## src/sv/eqc_pkg.sv

```systemverilog
// eqc_pkg: shared constants, codes and the controller-to-datapath command type
// for the multiband IIR equalizer cascade. No dependencies.
package eqc_pkg;

	localparam int IIR_ORDER = 4;
	localparam int COEFS = 2 * IIR_ORDER + 1;
	localparam int HIST = 2 * IIR_ORDER;
	localparam int QSHIFT = 27;

	localparam int DEF_CHANNELS = 8;
	localparam int DEF_BANDS = 8;
	localparam int DEF_SECTIONS = 2;

	typedef logic [1:0] action_t;
	localparam action_t ACT_SAMPLE = 2'd0;
	localparam action_t ACT_COEF = 2'd1;
	localparam action_t ACT_ENABLE = 2'd2;

	typedef struct packed {
		logic       clr;
		logic       issue;
		logic [3:0] k;
		logic       wr_x;
		logic       sec_end;
		logic       load;
		logic       coef_we;
		logic       out_load;
	} eqc_cmd_t;

endpackage

```

## src/sv/eqc_if.sv

```systemverilog
// eqc_in_if / eqc_out_if: valid-ready channels of the equalizer.
// Depends on eqc_pkg for the action type.
interface eqc_in_if import eqc_pkg::*; ();
	logic               valid;
	logic               ready;
	action_t            action;
	logic [2:0]         channel;
	logic [2:0]         band;
	logic               section;
	logic [3:0]         coef_select;
	logic signed [31:0] coef_value;
	logic               band_on;
	logic signed [23:0] sample_in;

	modport source (output valid, action, channel, band, section, coef_select,
		coef_value, band_on, sample_in, input ready);
	modport sink (input valid, action, channel, band, section, coef_select,
		coef_value, band_on, sample_in, output ready);
endinterface


```

## src/sv/eqc_ctrl.sv

```systemverilog
// eqc_ctrl: sequencer for the equalizer: memory clearing pass, write decode,
// band enables, band/section/tap stepping and output handshake. Depends on eqc_pkg.
module eqc_ctrl import eqc_pkg::*; #(
	parameter int CHANNELS = DEF_CHANNELS,
	parameter int BANDS = DEF_BANDS,
	parameter int SECTIONS = DEF_SECTIONS,
	localparam int NSEC = CHANNELS * BANDS * SECTIONS,
	localparam int SIW = (NSEC > 1) ? $clog2(NSEC) : 1,
	localparam int CA_W = $clog2(NSEC * COEFS)
) (
	input  logic            clk,
	input  logic            arst_n,
	eqc_in_if.sink          din,
	output logic            out_valid,
	input  logic            out_ready,
	output eqc_cmd_t        cmd,
	output logic [SIW-1:0]  sidx,
	output logic [CA_W-1:0] clr_addr
);

	localparam int NB = CHANNELS * BANDS;
	localparam int BIW = (NB > 1) ? $clog2(NB) : 1;
	localparam int BW = (BANDS > 1) ? $clog2(BANDS) : 1;
	localparam int SW = (SECTIONS > 1) ? $clog2(SECTIONS) : 1;
	localparam int CLR_LAST = NSEC * COEFS - 1;

	localparam logic [2:0] S_CLEAR = 3'd0;
	localparam logic [2:0] S_IDLE = 3'd1;
	localparam logic [2:0] S_BAND = 3'd2;
	localparam logic [2:0] S_RUN = 3'd3;
	localparam logic [2:0] S_DRAIN = 3'd4;
	localparam logic [2:0] S_END = 3'd5;
	localparam logic [2:0] S_DONE = 3'd6;

	logic [2:0]      state_q;
	logic [CA_W-1:0] clr_q;
	logic [BIW-1:0]  bi_q;
	logic [BW-1:0]   b_q;
	logic [SW-1:0]   s_q;
	logic [3:0]      k_q;
	logic            d_q;
	logic [NB-1:0]   en_q;
	logic            ov_q;

	logic xfer, ch_ok, band_ok, sec_ok, sel_ok, b_last, s_last;
	logic [BIW-1:0] en_idx;

	assign din.ready = state_q == S_IDLE;
	assign xfer = din.valid && din.ready;
	assign ch_ok = int'(din.channel) < CHANNELS;
	assign band_ok = int'(din.band) < BANDS;
	assign sec_ok = int'(din.section) < SECTIONS;
	assign sel_ok = din.coef_select < 4'(COEFS);
	assign en_idx = BIW'(int'(din.channel) * BANDS + int'(din.band));
	assign b_last = int'(b_q) == BANDS - 1;
	assign s_last = int'(s_q) == SECTIONS - 1;

	assign sidx = SIW'(int'(bi_q) * SECTIONS + int'(s_q));
	assign clr_addr = clr_q;
	assign out_valid = ov_q;

	always_comb begin
		cmd.clr = state_q == S_CLEAR;
		cmd.issue = state_q == S_RUN;
		cmd.k = k_q;
		cmd.wr_x = state_q == S_DRAIN && !d_q;
		cmd.sec_end = state_q == S_END;
		cmd.load = xfer && din.action == ACT_SAMPLE;
		cmd.coef_we = xfer && din.action == ACT_COEF && ch_ok && band_ok && sec_ok && sel_ok;
		cmd.out_load = state_q == S_DONE && (!ov_q || out_ready);
	end

	always_ff @(posedge clk or negedge arst_n) begin
		if (!arst_n) begin
			state_q <= S_CLEAR;
			clr_q <= '0;
			bi_q <= '0;
			b_q <= '0;
			s_q <= '0;
			k_q <= '0;
			d_q <= 1'b0;
			en_q <= '0;
			ov_q <= 1'b0;
		end else begin
			if (ov_q && out_ready)
				ov_q <= 1'b0;
			unique case (state_q)
				S_CLEAR: begin
					clr_q <= clr_q + CA_W'(1);
					if (clr_q == CA_W'(CLR_LAST))
						state_q <= S_IDLE;
				end
				S_IDLE: begin
					if (xfer) begin
						unique case (din.action)
							ACT_SAMPLE: begin
								if (ch_ok) begin
									bi_q <= BIW'(int'(din.channel) * BANDS);
									b_q <= '0;
									state_q <= S_BAND;
								end else begin
									state_q <= S_DONE;
								end
							end
							ACT_ENABLE: begin
								if (ch_ok && band_ok)
									en_q[en_idx] <= din.band_on;
							end
							default: ;
						endcase
					end
				end
				S_BAND: begin
					if (en_q[bi_q]) begin
						s_q <= '0;
						k_q <= '0;
						state_q <= S_RUN;
					end else if (b_last) begin
						state_q <= S_DONE;
					end else begin
						b_q <= b_q + BW'(1);
						bi_q <= bi_q + BIW'(1);
					end
				end
				S_RUN: begin
					if (k_q == 4'(COEFS - 1)) begin
						d_q <= 1'b0;
						state_q <= S_DRAIN;
					end else begin
						k_q <= k_q + 4'd1;
					end
				end
				S_DRAIN: begin
					if (d_q)
						state_q <= S_END;
					else
						d_q <= 1'b1;
				end
				S_END: begin
					if (!s_last) begin
						s_q <= s_q + SW'(1);
						k_q <= '0;
						state_q <= S_RUN;
					end else if (b_last) begin
						state_q <= S_DONE;
					end else begin
						b_q <= b_q + BW'(1);
						bi_q <= bi_q + BIW'(1);
						state_q <= S_BAND;
					end
				end
				S_DONE: begin
					if (!ov_q || out_ready) begin
						ov_q <= 1'b1;
						state_q <= S_IDLE;
					end
				end
				default: state_q <= S_IDLE;
			endcase
		end
	end

	a_run_to_drain: assert property (@(posedge clk) disable iff (!arst_n)
		(state_q == S_RUN && k_q == 4'(COEFS - 1)) |=> state_q == S_DRAIN)
		else $error("tap sequence did not enter drain");
	a_result_from_done: assert property (@(posedge clk) disable iff (!arst_n)
		$rose(ov_q) |-> $past(state_q) == S_DONE)
		else $error("result raised outside done");
	a_end_after_mac: assert property (@(posedge clk) disable iff (!arst_n)
		(state_q == S_END) |-> $past(state_q, 3) == S_RUN)
		else $error("section end without full MAC drain");

endmodule

```

## src/flat_wrapper.sv

```systemverilog
// flat-port wrapper written by rule: the top's interface ports become plain ports
module eqc_ctrl_flat import eqc_pkg::*;
#(
	parameter int CHANNELS = DEF_CHANNELS,
	parameter int BANDS = DEF_BANDS,
	parameter int SECTIONS = DEF_SECTIONS,
	localparam int NSEC = CHANNELS * BANDS * SECTIONS,
	localparam int SIW = (NSEC > 1) ? $clog2(NSEC) : 1,
	localparam int CA_W = $clog2(NSEC * COEFS)
)
  (clk, arst_n, out_valid, out_ready, cmd, sidx, clr_addr, din_valid, din_action, din_channel, din_band, din_section, din_coef_select, din_coef_value, din_band_on, din_sample_in, din_ready);
  eqc_in_if din_i ();
  input  logic clk;
  input  logic arst_n;
  output logic out_valid;
  input  logic out_ready;
  output eqc_cmd_t cmd;
  output logic [SIW-1:0] sidx;
  output logic [CA_W-1:0] clr_addr;
  input wire logic [$bits(din_i.valid)-1:0] din_valid;
  input wire logic [$bits(din_i.action)-1:0] din_action;
  input wire logic [$bits(din_i.channel)-1:0] din_channel;
  input wire logic [$bits(din_i.band)-1:0] din_band;
  input wire logic [$bits(din_i.section)-1:0] din_section;
  input wire logic [$bits(din_i.coef_select)-1:0] din_coef_select;
  input wire logic [$bits(din_i.coef_value)-1:0] din_coef_value;
  input wire logic [$bits(din_i.band_on)-1:0] din_band_on;
  input wire logic [$bits(din_i.sample_in)-1:0] din_sample_in;
  output wire logic [$bits(din_i.ready)-1:0] din_ready;
  assign din_i.valid = din_valid;
  assign din_i.action = din_action;
  assign din_i.channel = din_channel;
  assign din_i.band = din_band;
  assign din_i.section = din_section;
  assign din_i.coef_select = din_coef_select;
  assign din_i.coef_value = din_coef_value;
  assign din_i.band_on = din_band_on;
  assign din_i.sample_in = din_sample_in;
  assign din_ready = din_i.ready;
  eqc_ctrl #(.CHANNELS(CHANNELS), .BANDS(BANDS), .SECTIONS(SECTIONS)) u_core (.clk(clk), .arst_n(arst_n), .din(din_i), .out_valid(out_valid), .out_ready(out_ready), .cmd(cmd), .sidx(sidx), .clr_addr(clr_addr));
endmodule
```

## config.mk

```make
export PLATFORM = sky130hd
export DESIGN_NAME = eqc_ctrl_flat
export DESIGN_NICKNAME = d
export VERILOG_FILES = /design/src/sv/eqc_pkg.sv /design/src/sv/eqc_if.sv /design/src/sv/eqc_ctrl.sv /design/src/flat_wrapper.sv
export SDC_FILE = /design/constraint.sdc
export NUM_CORES = 1
export LEC_CHECK = 0
export ABC_AREA = 1
export BUFFER_PORTS_ARGS = -buffer_cell sky130_fd_sc_hd__buf_2
export CAP_MARGIN = 20
export CORE_MARGIN = 2
export CORE_UTILIZATION = 35
export DETAILED_ROUTE_END_ITERATION = 10
export MAX_ROUTING_LAYER = met4
export PLACE_DENSITY = 0.54
export SLEW_MARGIN = 0
export SYNTH_ARGS = -nofsm -noshare
export SYNTH_HDL_FRONTEND = slang
export SYNTH_SLANG_ARGS = --single-unit
```

## constraint.sdc

```tcl
create_clock -name clk -period 1.75 [get_ports clk]
set_input_delay 0.175 -clock clk [delete_from_list [all_inputs] [get_ports clk]]
set_output_delay 0.175 -clock clk [all_outputs]
set_load 0.005 [all_outputs]
```

---- After elaboration in Yosys (flattened, before gate mapping) ----
Cells that the tools add are included.
Widths: inputs -> output; s select.
cells by class
  add/sub/neg operators ................... 7
  magnitude comparators ................... 4
  eq/ne operators ......................... 23
  multiplexer cells ....................... 40
  reduce and logical (&&, ||, !) cells .... 23
operators by type and width
  operator               count
  $bwmux 64              1
  $mux 3                 15
  $mux 6                 5
  $pmux 3 s7             1
  $pmux 6 s3             1
  $lt 6x7->1 const B     2
  $mux 4                 3
  $ne 2x2->1 const B     6
  $pmux 4 s3             1
  $add 11x1->11 const B  1
  $eq 11x11->1 const B   1
  $ne 2x1->1 const B     5
  $eq 3x3->1 const B     3
  $pmux 3 s3             1
  $logic_and 1x1->1      8
  $mux 1                 8
  $add 7x1->7            1
  $reduce_and 7->1       1
  $add 6x1->6 const B    1
  $add 6x3->6            1
  $bmux 1 s6             1
  $demux 1 s6            1
  $eq 3x1->1 const B     2
  $eq 3x2->1 const B     2
  other kinds (20)       25
word-level totals
  register bits after elaboration ......... 94
  input bits .............................. 74
  logic and storage cells ................. 106

---- Logic depth before layout (Yosys ltp) ----
Gate-level depths: netlist (run 1).
  depth after elaboration ................. 6
  mapped depth ............................ 16
  gate-level depth less buffers ........... 14

---- Worst setup path after synthesis (run 1) ----
Ideal clock, no wire load.
  path type ............................... register to output
  start ................................... register, netlist name u_core.bi_q[0]
  end ..................................... output port cmd[2] in the netlist's numbering
  arrival time ............................ 1.618 ns
  data required time ...................... 1.575 ns
  path slack .............................. -0.043 ns
  stages on the path, launching flop included .. 13
  buffers on the path ..................... 3
  path through ............................ dfrtp_1 > buf_6 > buf_2 > o211ai_1 > nand3_1 > nand3_1 > nand2_1 > nand3_2 > nand2_2 > nand2_4 > nand2_4 > buf_12 > nor2_1
RTL lines
  element           RTL line            text
  end: declaration  flat_wrapper.sv:17  output eqc_cmd_t cmd;

==> results of run 1 <==
==> how the worst max path moves through the flow <==
stage / cells past startpoint / slack (ns) / to / startpoint
after global routing: 13 / -0.61 / cmd[2] / u_core.bi_q[0]
final: 11 / -0.48 / cmd[2] / u_core.bi_q[0]
after floorplan: 15 / -0.006 / cmd[2] / u_core.bi_q[0]
after global placement: 11 / -0.18 / cmd[2] / u_core.bi_q[0]
after CTS: 11 / -0.47 / cmd[2] / u_core.bi_q[0]
after detailed placement: 13 / -0.22 / u_core.b_q[0] / u_core.bi_q[0]
==> cell type report <==
cell class	count	area, um2	share of cell area
multi-input cells	480	3250	0.428
repair buffers	130	1100	0.145
clock inverters	7	121	0.0160
flip-flops and latches	94	2350	0.310
clock buffers	9	225	0.0296
inverters	75	312	0.0410
well taps	184	230	0.0303
==> worst max-delay path: stages (launching register included) <==
cell	delay [ns]
dfrtp_2	0.48
buf_12	0.18
o211ai_1	0.20
nand3_1	0.15
nand3_1	0.12
nand2_1	0.08
nand3_2	0.09
nand2_2	0.07
nand2_4	0.09
nand2_8	0.06
nor2_4	0.07
buf_2	0.10
==> per-stage QoR <==
stage / power, mW / hold slack (ns) / setup WS [ns]
floorplan: 2.27 / -0.121 / -0.00645
global placement: 2.41 / 0.165 / -0.177
detailed placement: 2.41 / 0.171 / -0.221
CTS: 4.71 / 0.00802 / -0.467
global route: 4.86 / 0.0115 / -0.610
finish: 4.72 / 0.0126 / -0.475
==> layout by cell type (no fill, tap or decap), types with 7 or more instances in the layout <==
cell,n
nand2_2,13
mux2i_1,13
nor3_1,12
nand3_2,18
o21ai_1,38
nand2_1,141
nor2_4,21
nand2_4,13
nand3_1,50
a21oi_1,10
buf_4,54
dfrtp_1,92
o21ai_0,7
inv_1,66
buf_2,46
nand3_4,23
nor2_2,9
nor2_1,36
buf_6,13
xor2_1,11
clkbuf_16,12
o21ai_2,12
==> flip-flops by register name (all words and copies together), names as in the netlist <==
name	flops
u_core.state_q	3
u_core.k_q	4
u_core.bi_q	6
u_core.d_q	1
u_core.out_valid	1
u_core.clr_addr	11
u_core.en_q	64
u_core.b_q	3
u_core.s_last	1
==> where the power goes <==
part / internal, mW / switching (mW)
sequential: 2.17 / 0.0000000000000000655
clock: 1.40 / 0.896
combinational: 0.0545 / 0.197
==> routing by layer <==
metal,global-route usage,share of wire
met1,0.264,0.45
met2,0.315,0.48
met3,0.0331,0.048
met4,0.0633,0.024
met5,-,0
==> logic make-up after synthesis <==
family | share of synthesized area
DFF | 0.449
adders and majority gates | 0.0143
AOI/OAI and AO/OA | 0.0951
buffers and inverters | 0.0882
xor gates and xnor gates | 0.0268
muxes | 0.0249
and+or+nand+nor | 0.301
==> what timing repair did <==
action / 4_1_cts / 5_1_grt
buffers inserted: 10 / 13
gates cloned: 1 / 3
resized for setup: 48 / 193
setup endpoints to repair: 62 / 89
hold buffers: 1 / 0
pin swaps: 8 / 39
hold endpoints to repair: 27 / 0
==> results.yml, run 1 <==
status:
  outcome: "finished with violations"
  violations: "negative setup slack"
synth:
  yosys_warnings: 0
  syn_avg_cell_area_um2: 7.78
  ys_ff_latch: 94
  ys_async_sr_fraction: 1.00
  synth_nets: 753
  syn_area_mm2: 0.00523
  synth_area_leaders: "dfrtp_1 (45%), nand2_1 (12%), nand3_1 (8.5%)"
  netlist.area_leader.share: 0.449
  syn_inst: 673
  synth_cell_type_count: 38
  synth_top_cell_by_area: "dfrtp_1"
  seq_area_frac_synth: 0.449
  ys_top_cells_by_count: "nand2_1 (168), dfrtp_1 (94), nand3_1 (89)"
  synth_edf_count: 0
  yosysMostFrequentCell: "nand2_1"
  synth_flop_cell: "dfrtp_1"
min_path:
  worstHoldEndpoint: "u_core.out_valid"
  worstHoldStart: "out_ready"
  worst_hold_path.num_cells: 2
  hp-class: "input pin to register"
cts:
  cts_tree: "yes"
  worstSkewPairLatency_ns: 0.35
  htreeDepth: 3
  clkSinkCount: 94
  cts-root-buf: "clkbuf_16"
  cts.clk_slew.worst_paths_ns: 0.07
  cts_buffers: 9
  cts_buffer_depth: 2
routing:
  viasPerCell: 5.18
  drt-total-wl_mm: 15.8
  drt_iter0_markers: 302
  drtPass1Iterations: 5
  ant_nets: 0
  drc_errors: 0
  wl_per_cell_um: 16.2
  via_count: 5075
timing:
  fin_skew_ns: 0.00627
  slew_headroom: 0.286
  hold_violations: 0
  min_period_over_period: 1.27
  timing.fmax_mhz: 449
  fin_tns_setup_ns: -15.10
  slew_violations: 0
  rsz0062_at_grt: "true"
  finalCriticalPeriod_ns: 2.23
  setup_viol_count_final: 81
  tightestPinTransition_ns: 1.07
  setup_ws_ns: -0.475
place:
  io_buffers: 47
  place_inst: 941
  placed_area_mm2: 0.00605
  dp_hpwl_mm: 10.3
  gp_congestion: 0.873
pwr:
  cellLeakagePower_nw: 3.43
  p_per_area_mw_per_mm2: 621
  ir_drop_mv: 0.475
finish:
  num-nets-final: 870
  drive_above_1_share: 0.358
  finish.utilization: 0.521
  layout.cells.non_filler: 979
  fillers: 1290
  antenna_cells: 0
  area_delta_synth_final_pct: 45.2
  stdcell_area_mm2: 0.00760
floorplan:
  die_x_um: 126
  die_h_um: 126
  pin_count: 105
  die_area_mm2: 0.0159
  rows: 44
  initial_core_util: 0.359
  core_mm2: 0.0146
worst_setup_path:
  cp-end-kind: "output pin"
  r2r_slack_ns: -0.31
  cp.required_ns: 1.57
  r2r-start: "u_core.bi_q[0]"
  worstSetupStartpointType: "register"
  path_class: "register to output pin"
  ff2ff_path_depth: 14
  critPathArrivalTime_ns: 2.05
  reg2reg_to: "u_core.b_q[0]"
  crit_fanout: 18
grt:
  antenna_found_initial: 0
  grt_pass1_vias: 4758
  overflow: 0
  grt_pass1_wl_mm: 24.7
  grt_max_degree: 38
  grt_use_total: 0.199
flow_run:
  cap_violations: 0
No activity file was read; power rests on OpenSTA's default activity.
==> run 2: changes to the inputs <==
--- a/config.mk
+++ b/config.mk
@@ -8,11 +8,12 @@
 export ABC_AREA = 1
 export BUFFER_PORTS_ARGS = -buffer_cell sky130_fd_sc_hd__buf_2
 export CAP_MARGIN = 20
+export CELL_PAD_IN_SITES_DETAIL_PLACEMENT = 0
+export CELL_PAD_IN_SITES_GLOBAL_PLACEMENT = 1
 export CORE_MARGIN = 2
 export CORE_UTILIZATION = 35
 export DETAILED_ROUTE_END_ITERATION = 10
-export MAX_ROUTING_LAYER = met4
-export PLACE_DENSITY = 0.54
+export PLACE_DENSITY = 0.71
 export SLEW_MARGIN = 0
 export SYNTH_ARGS = -nofsm -noshare
 export SYNTH_HDL_FRONTEND = slang
==> results.yml, run 2 (synthesis results as in run 1) <==
grt:
  grt_use_total: 0.207
  grt_pass1_wl_mm: 26.1
  overflow: 0
  grt_pass1_vias: 4981
  antenna_found_initial: 0
  grt_max_degree: 59
cts:
  cts_tree: "yes"
  cts_buffer_depth: 2
  cts.clk_slew.worst_paths_ns: 0.07
  cts_buffers: 9
  htreeDepth: 3
  worstSkewPairLatency_ns: 0.35
  clkSinkCount: 94
  cts-root-buf: "clkbuf_16"
worst_setup_path:
  reg2reg_to: "u_core.k_q[2]"
  cp.required_ns: 1.57
  worstSetupStartpointType: "register"
  ff2ff_path_depth: 15
  critPathArrivalTime_ns: 2.11
  crit_fanout: 7
  r2r_slack_ns: -0.46
  crit_start: "u_core.bi_q[0]"
  r2r-start: "u_core.bi_q[0]"
  path_class: "register to output pin"
  cp-end-kind: "output pin"
timing:
  setup_ws_ns: -0.539
  finalCriticalPeriod_ns: 2.29
  rsz0062_at_grt: "true"
  slew_headroom: 0.317
  fin_skew_ns: 0.00518
  setup_viol_count_final: 77
  hold_slack_ns: 0.0190
  slew_violations: 0
  timing.fmax_mhz: 437
  hold_violations: 0
  min_period_over_period: 1.31
  tightestPinTransition_ns: 1.02
place:
  dp_hpwl_mm: 10.4
  io_buffers: 47
  gp_congestion: 0.849
routing:
  drc_errors: 0
  via_count: 5100
  drt-total-wl_mm: 16.3
  ant_nets: 0
  viasPerCell: 5.11
  drt_iter0_markers: 267
  wl_per_cell_um: 16.3
  drtPass1Iterations: 5
finish:
  layout_commonest_cell: "nand2_1"
  largest_register_ffs: 64
  drive_above_1_share: 0.411
  regMostFlops: "u_core.en_q"
  final_cell_mix: "nand2_1 (130), dfrtp_1 (92), buf_4 (66)"
  finish.utilization: 0.550
  area_delta_synth_final_pct: 53.4
  antenna_cells: 0
  num-nets-final: 890
  fillers: 1294
floorplan:
  die_x_um: 126
  initial_core_util: 0.359
  core_mm2: 0.0146
  pin_count: 105
  die_area_mm2: 0.0159
  rows: 44
  die_h_um: 126
pwr:
  switching_share: 0.247
  p_per_area_mw_per_mm2: 557
  p_seq_frac: 0.485
  p_total_mw: 4.47
  p_switching_mw: 1.11
  power.internal_mw: 3.37
  ir_drop_mv: 0.463
  combPwrFrac: 0.056
  clkPwrFrac: 0.458
  cellLeakagePower_nw: 3.50
min_path:
  worst_hold_path.num_cells: 2
  worstHoldEndpoint: "u_core.out_valid"
  hp-class: "input pin to register"
  worstHoldStart: "out_ready"
status:
  violations: "negative setup slack"
  outcome: "finished with violations"
flow_run:
  cap_violations: 0
==> run 2: cell types whose count changed in the layout (fill, tap and decap cells not counted), moves of 5 or more <==
| cell | previous run | this run |
|---|---|---|
| buf_4 | 54 | 66 |
| nand2_1 | 141 | 130 |
| nand2_2 | 13 | 24 |
| buf_12 | 6 | 14 |
| nand3_4 | 23 | 31 |
| nand3_1 | 50 | 43 |
| nor2_1 | 36 | 31 |
| nor2_2 | 9 | 14 |
==> run 2: power groups by stage <==
stage                     Sequential, mW  Clock, mW  Combinational (mW)
after detailed placement            2.21          0               0.192
after global routing                2.17       2.17               0.275
after CTS                           2.17       2.07               0.210
after global placement              2.21          0               0.190
after floorplan                     2.21          0              0.0565
final                               2.17       2.05               0.253
==> run 2: layout make-up <==
class                           instances  area (um2)  share of cell area
Tap cell                              184         230              0.0287
Clock buffer                           10         239              0.0298
Sequential cell                        94        2350               0.293
Multi-Input combinational cell        480        3440               0.429
Inverter                               75         324              0.0404
Clock inverter                          6        61.3             0.00764
Timing Repair Buffer                  150        1370               0.171
==> run 2: worst max-delay path: stages, from the launching register on <==
cell	delay, ns
dfrtp_2	0.44
buf_12	0.15
buf_16	0.13
o211ai_1	0.26
nand3_1	0.11
nand3_1	0.08
nand2_1	0.06
nand3_2	0.09
nand2_2	0.07
nand2_4	0.09
nand2_8	0.06
nor2_4	0.10
buf_2	0.11
==> run 2: routing by layer <==
layer / vias to the layer above / part of all wire / wire length [um] / track usage
met3: 21 / 0.027 / 435 / 0.0272
met2: 79 / 0.50 / 8060 / 0.327
li1: 2486 / - / - / -
met5: - / 0 / 0 / 0
met1: 2514 / 0.46 / 7460 / 0.289
met4: 0 / 0.019 / 312 / 0.0802
==> run 2: through the flow <==
| step | worst slack, ns | TNS [ns] | instances | cell area, um2 |
|---|---|---|---|---|
| finish | -0.539 | -13.76 | 999 | 8030 |
| detailed placement | -0.219 | -4.38 | 952 | 6140 |
| global placement | -0.204 | -3.93 | 952 | 6140 |
| floorplan | -0.00645 | -0.00645 | 673 | 5250 |
| global route | -0.683 | -22.73 | 999 | 8030 |
| CTS | -0.529 | -9.96 | 990 | 7250 |
==> run 2: timing repair <==
item | CTS | global route
endpoints found under the setup margin | 71 | 89
pin swaps | 13 | 58
cloned | 8 | 1
hold endpoints to repair | 29 | 0
setup buffers | 14 | 16
gates resized for setup | 122 | 173
hold buffers | 1 | 0
==> run 2: worst max path at each step <==
stage                     endpoint  cells past startpoint
final                       cmd[2]                     12
after global routing        cmd[2]                     14
after CTS                   cmd[2]                     12
after detailed placement    cmd[2]                     12
after global placement      cmd[2]                     13
after floorplan             cmd[2]                     15
